==> config.mk <==
export PLATFORM = sky130hd
export DESIGN_NAME = fir_mac
export DESIGN_NICKNAME = d
export VERILOG_FILES = /design/src/rtl/fir_pkg.sv /design/src/rtl/fir_mac.sv
export SDC_FILE = /design/constraint.sdc
export NUM_CORES = 2
export LEC_CHECK = 0
export BUFFER_PORTS_ARGS = -buffer_cell sky130_fd_sc_hd__buf_2
export CAP_MARGIN = 0
export CORE_UTILIZATION = 55
export CTS_BUF_LIST = sky130_fd_sc_hd__clkbuf_4 sky130_fd_sc_hd__clkbuf_8
export CTS_CLUSTER_DIAMETER = 80
export DETAILED_ROUTE_END_ITERATION = 8
export PLACE_DENSITY = 0.84
export REMOVE_ABC_BUFFERS = 1
export SLEW_MARGIN = 5
export SYNTH_ARGS = -nofsm -noshare
export SYNTH_HDL_FRONTEND = slang
export SYNTH_SLANG_ARGS = --single-unit
==> constraint.sdc <==
create_clock -name clk -period 9.4 [get_ports clk]
set_clock_uncertainty 0.05 [all_clocks]
set_input_delay 1.88 -clock clk [delete_from_list [all_inputs] [get_ports clk]]
set_output_delay 1.88 -clock clk [all_outputs]
set_load 0.01 [all_outputs]
==> src/rtl/fir_pkg.sv <==
// Shared constants, codes and types of the block FIR filter.
package fir_pkg;

	localparam int unsigned SAMPLE_W      = 24;
	localparam int unsigned COEF_W        = 24;
	localparam int unsigned OP_W          = 2;
	localparam int unsigned CIDX_W        = 8;
	localparam int unsigned TAPCNT_W      = 9;
	localparam int unsigned BLKLEN_W      = 13;
	localparam int unsigned CFG_W         = 13;
	localparam int unsigned CFG_IDX_W     = 2;
	localparam int unsigned MAX_TAPS_DEF  = 256;
	localparam int unsigned MAX_BLOCK_DEF = 4096;

	typedef enum logic [OP_W-1:0] {
		OP_SAMPLE = 2'd0,
		OP_COEF   = 2'd1,
		OP_CLEAR  = 2'd2,
		OP_NONE   = 2'd3
	} op_t;

	typedef enum logic [CFG_IDX_W-1:0] {
		REG_TAPS   = 2'd0,
		REG_BLKLEN = 2'd1,
		REG_ENABLE = 2'd2,
		REG_SPARE  = 2'd3
	} reg_idx_t;

	// MAC pipeline control, aligned with the store read data
	typedef struct packed {
		logic clr;
		logic vld;
		logic last;
	} mac_ctl_t;

endpackage

==> src/rtl/fir_mac.sv <==
// Multiply-accumulate pipeline with rounding and saturation of the sum.
module fir_mac #(
	parameter int unsigned MAX_TAPS = fir_pkg::MAX_TAPS_DEF
) (
	input  logic                                clk,
	input  logic                                arst_n,
	input  fir_pkg::mac_ctl_t                   ctl,
	input  logic signed [fir_pkg::SAMPLE_W-1:0] hist,
	input  logic signed [fir_pkg::COEF_W-1:0]   coef,
	output logic                                res_valid,
	output logic signed [fir_pkg::SAMPLE_W-1:0] res
);
	import fir_pkg::*;

	localparam int unsigned PROD_W = SAMPLE_W + COEF_W;
	localparam int unsigned ACC_W  = PROD_W + $clog2(MAX_TAPS) + 1;
	localparam int unsigned SH     = COEF_W - 2;
	localparam logic [ACC_W-1:0] HALF = {{(ACC_W-1){1'b0}}, 1'b1} << (SH - 1);
	localparam logic signed [SAMPLE_W-1:0] RES_MAX = {1'b0, {(SAMPLE_W-1){1'b1}}};
	localparam logic signed [SAMPLE_W-1:0] RES_MIN = {1'b1, {(SAMPLE_W-1){1'b0}}};

	logic signed [PROD_W-1:0] prod_s1;
	logic                     vld_s1, last_s1, last_s2, done_s3, done_s4;
	logic signed [ACC_W-1:0]  acc_q;
	logic signed [ACC_W-1:0]  rnd_s3;
	logic signed [ACC_W-1:0]  shr;
	logic                     fits;
	logic signed [SAMPLE_W-1:0] sat;

	always_ff @(posedge clk or negedge arst_n) begin
		if (!arst_n) begin
			vld_s1  <= 1'b0;
			last_s1 <= 1'b0;
			last_s2 <= 1'b0;
			done_s3 <= 1'b0;
			done_s4 <= 1'b0;
		end else begin
			vld_s1  <= ctl.vld;
			last_s1 <= ctl.vld & ctl.last;
			last_s2 <= last_s1;
			done_s3 <= last_s2;
			done_s4 <= done_s3;
		end
	end

	always_ff @(posedge clk) begin
		prod_s1 <= hist * coef;
		if (ctl.clr) begin
			acc_q <= '0;
		end else if (vld_s1) begin
			acc_q <= acc_q + ACC_W'(prod_s1);
		end
		rnd_s3 <= acc_q + $signed(HALF);
		res    <= sat;
	end

	// floor shift, then clamp to the sample range
	always_comb begin
		shr  = rnd_s3 >>> SH;
		fits = (&shr[ACC_W-1:SAMPLE_W-1]) | ~(|shr[ACC_W-1:SAMPLE_W-1]);
		if (fits) begin
			sat = shr[SAMPLE_W-1:0];
		end else if (shr[ACC_W-1]) begin
			sat = RES_MIN;
		end else begin
			sat = RES_MAX;
		end
	end

	assign res_valid = done_s4;

endmodule

After elaboration in Yosys (flattened, before gate mapping):

Index checks and enable logic that the tools add are counted.

* add/sub/neg operators: 2
* multipliers: 1
* mux-type cells: 2
* bitwise gates (word level): 3
* reduce and logical (&&, ||, !) cells: 2

Operator list (number)
* $add A57 B23 Y57 const B: 1
* $add A57 B48 Y57: 1
* $mul A24 B24 Y48: 1
* $mux W24: 2
* $reduce_and A12 Y1: 1
* $reduce_or A12 Y1: 1
* $and A1 B1 Y1: 1
* $not A1 Y1: 1
* $or A1 B1 Y1: 1

* register bits after elaboration: 191
* input port bits: 53
* output and inout bits: 25
* logic and storage cells: 19

Longest topological paths before layout:

* depth in word-level cells: 4
* gate-level depth with buffers: 27
* gate-level depth less buffers: 26

Least setup slack after synthesis:

Ideal clock, no wire load.

* kind: input -> register
* start: input port hist[23] (netlist bit)
* end: register prod_s1[44]
* setup time: 0.072 ns
* data arrival time: 8.466 ns
* required time: 9.278 ns
* path slack: 0.812 ns
* stages on the path: 25
* path buffers: 1
* cells stage by stage: clkbuf_1 nand2_1 inv_1 fa_1 inv_1 fa_1 fa_1 inv_1 fa_1 inv_1 fa_1 fa_1 fa_1 inv_1 ha_1 and2_1 a41oi_2 o21ai_1 a221o_1 a211oi_2 a21oi_1 a41o_1 a221o_1 a21oi_1 xnor2_1

* cells in the longest elaborated chain, start to end: 1

RTL lines
* start: declaration: RTL line fir_mac.sv:8 `input logic signed [fir_pkg::SAMPLE_W-1:0] hist,`
* $mul A24 B24 Y48: RTL line fir_mac.sv:47 `prod_s1 <= hist * coef;`
* end signal: assignment: RTL line fir_mac.sv:47
* end: declaration: RTL line fir_mac.sv:22 `logic signed [PROD_W-1:0] prod_s1;`

No other way between the ends.
A chain may end at the register's enable or synchronous reset.

Worst setup path after layout:

* start: input port coef[3] (netlist bit)
* end: register prod_s1[44]

* cells in the longest elaborated chain, start to end: 1

RTL lines
* start: declaration: RTL line fir_mac.sv:9 `input logic signed [fir_pkg::COEF_W-1:0] coef,`
* $mul A24 B24 Y48: RTL line fir_mac.sv:47

No other way between the ends.

==> impl_metrics.env <==
export IMPL_fin_crit_sh=0.911
export IMPL_r2r_start="acc_q[23]$_SDFFE_PP0P_"
export IMPL_grt_max_degree=71
export IMPL_post_cts_buffers=0
export IMPL_rrSetupSlack_ns=5.87
export IMPL_finalSetupViolations=0
export IMPL_netlist_instances=3197
export IMPL_min_path_cells=0
export IMPL_endpoint="prod_s1[44]$_DFF_P_"
export IMPL_dieArea_um2=54500
export IMPL_drc=24
export IMPL_yosysUniqueCellTypes=81
export IMPL_syn2layout_area_growth_pct=4.74
export IMPL_drt_total_wl_um=66200
export IMPL_ys_async_sr_fraction=0.0296
export IMPL_start_util=0.559
export IMPL_cts_root_buffer="clkbuf_8"
export IMPL_final_max_slew_viol_count=0
export IMPL_synthTopCellsByCount="inv_1 (614), fa_1 (608), nand2_1 (378), and2_1 (292), ha_1 (191)"
export IMPL_antenna_found_initial=2
export IMPL_fp_row_count=84
export IMPL_synth_most_common_cell="inv_1"
export IMPL_design_portCount=78
export IMPL_cp_max_fo=24
export IMPL_drive_above_1_share=0.0534
export IMPL_clock_latency_ns=0.49
export IMPL_fin_tns_setup_ns=0
export IMPL_avgSynthCellArea_um2=9.22
export IMPL_hp_class="reg2reg"
export IMPL_critPathLaunchType="input pin"
export IMPL_first_global_vias=22700
export IMPL_port_buffers=77
export IMPL_viasPerCell=5.47
export IMPL_timing_final_ws_setup_ns=0.839
export IMPL_reg2reg_to="acc_q[49]$_SDFFE_PP0P_"
export IMPL_tritoncts="done"
export IMPL_syn_area_um2=29500
export IMPL_required_ns=9.77
export IMPL_synth_edff_count=0
export IMPL_crit_arrival_ns=8.93
export IMPL_startpoint="coef[3]"
export IMPL_grt_pass1_wl_um=112000
export IMPL_drt_iter0_drc=1320
export IMPL_worstRegToRegCells=11
export IMPL_worstMarginPinSlew_ns=1.04
export IMPL_min_period_ns=8.56
export IMPL_grt_usage=0.259
export IMPL_critPathCaptureType="flip-flop"
export IMPL_slew_limit_headroom=0.302
export IMPL_die_y_um=234
export IMPL_yosysSeqAreaShare=0.116
export IMPL_coreArea_um2=52800
export IMPL_htree_levels=4
export IMPL_dp_slack_ns=0.379
export IMPL_ant_nets=0
export IMPL_routedWlPerCell_um=17.0
export IMPL_violations="design-rule violations"
export IMPL_fmax_mhz=117
export IMPL_synth_flop_cell="dfxtp_1"
export IMPL_clock_sinks=169
export IMPL_clk_pin_slew_ns=0.09
export IMPL_vias=21300
export IMPL_grt_overflow=0
export IMPL_clockBufferDepth=2
export IMPL_outcome="finished, violations left"
export IMPL_ys_seq_elements=169
export IMPL_regArea_um2=3410
export IMPL_nNetsFinal=4040
export IMPL_synth_area_leaders="fa_1 (41%), dfxtp_1 (11%), ha_1 (8.1%), inv_1 (7.8%), and2_1 (6.2%)"
export IMPL_cts_buffers=17
export IMPL_cts_resized=0
export IMPL_yosys_area_top_type="fa_1"
export IMPL_crit_type="in2reg"
export IMPL_multi_input_area_um2=23200
export IMPL_ys_warn_count=0
export IMPL_rsz0062_at_grt="false"
export IMPL_finalHoldViolCount=0
export IMPL_routabilityCongestion=0.914
export IMPL_die_width_um=234
export IMPL_synth_top_area_share=0.413
export IMPL_ctsHoldBuffers=0
export IMPL_place_hpwl_um=55300
export IMPL_dr_pass1_iters=7
export IMPL_maxCapViolCount=0
export IMPL_n_fill_cell=4462
-- metrics by stage --
step / std cells / hold WS (ns) / instance area (um2) / util
finish: 3891 / 0.307 / 30900 / 0.585
global route: 3890 / 0.314 / 30900 / 0.585
CTS: 3889 / 0.310 / 30900 / 0.585
detailed placement: 3857 / 0.289 / 30400 / 0.577
global placement: 3857 / 0.285 / 30400 / 0.577
floorplan: 3060 / 0.281 / 28900 / -
-- worst min path at each step --
stage	from	to	slack, ns
detailed placement	done_s3$_DFF_PN0_	res_valid$_DFF_PN0_	0.29
floorplan	last_s2$_DFF_PN0_	done_s3$_DFF_PN0_	0.28
global placement	done_s3$_DFF_PN0_	res_valid$_DFF_PN0_	0.29
finish	done_s3$_DFF_PN0_	res_valid$_DFF_PN0_	0.31
global route	done_s3$_DFF_PN0_	res_valid$_DFF_PN0_	0.31
CTS	done_s3$_DFF_PN0_	res_valid$_DFF_PN0_	0.31
-- cell families after synthesis --
| logic type | after synthesis | synth area share |
|---|---|---|
| DFF | 169 | 0.116 |
| buffers and inverters | 751 | 0.0962 |
| xor gates and xnor gates | 128 | 0.0380 |
| muxes | 44 | 0.0150 |
| and+or+nand+nor | 965 | 0.163 |
| AOI/OAI and AO/OA | 341 | 0.0786 |
| adders and majority gates | 799 | 0.494 |
-- layer usage --
layer,vias to the layer above,track usage,share of wire
met4,2,0.0722,0.022
met3,134,0.0518,0.090
met2,809,0.437,0.47
met1,10600,0.339,0.41
met5,-,0,0.00012
li1,9781,-,-
-- placed cells by master (no fill, tap or decap), types with 24 or more instances in the layout --
cell type | Yosys | final
a21o_1 | 51 | 51
a21oi_1 | 97 | 97
and2_1 | 292 | 292
and3_1 | 24 | 24
buf_2 | 7 | 77
buf_4 | 2 | 32
dfxtp_1 | 164 | 164
fa_1 | 608 | 608
ha_1 | 191 | 191
inv_1 | 614 | 614
mux2i_1 | 43 | 43
nand2_1 | 378 | 378
nand3_1 | 36 | 36
nand4_1 | 24 | 24
nor2_1 | 121 | 121
o21ai_0 | 64 | 64
xnor2_1 | 88 | 88
xor2_1 | 40 | 40
-- worst max-delay path, stage by stage --
cell and delay, ns:
buf_2 0.44, nand2_1 0.15, fa_1 0.56, inv_1 0.05
fa_1 0.50, inv_1 0.06, fa_1 0.49, fa_1 0.53
inv_1 0.06, fa_1 0.48, fa_1 0.51, inv_1 0.06
fa_1 0.47, inv_1 0.04, ha_1 0.34, and2_1 0.22
a41oi_2 0.16, o21ai_1 0.12, a221o_1 0.38, a211oi_2 0.31
a21oi_1 0.18, a41o_1 0.30, a221o_1 0.32, a21oi_1 0.17
xnor2_1 0.13
-- state kept, by name, indices dropped and copies added, names as in the netlist, 24 cells and up --
signal	flops
acc_q	57
prod_s1	48
rnd_s3	35
res	24
-- area by class of cell --
| type | instances | share of cell area |
|---|---|---|
| multi-input combinational | 2277 | 0.753 |
| inverter | 614 | 0.0747 |
| clock inverter | 14 | 0.00584 |
| timing repair buffer | 109 | 0.0203 |
| antenna | 2 | 0.000162 |
| tap | 688 | 0.0279 |
| sequential | 169 | 0.111 |
| clock buffer | 18 | 0.00802 |
Power is not shown: default switching activity piles up to over one toggle a cycle in this logic, so the estimate is an artifact.
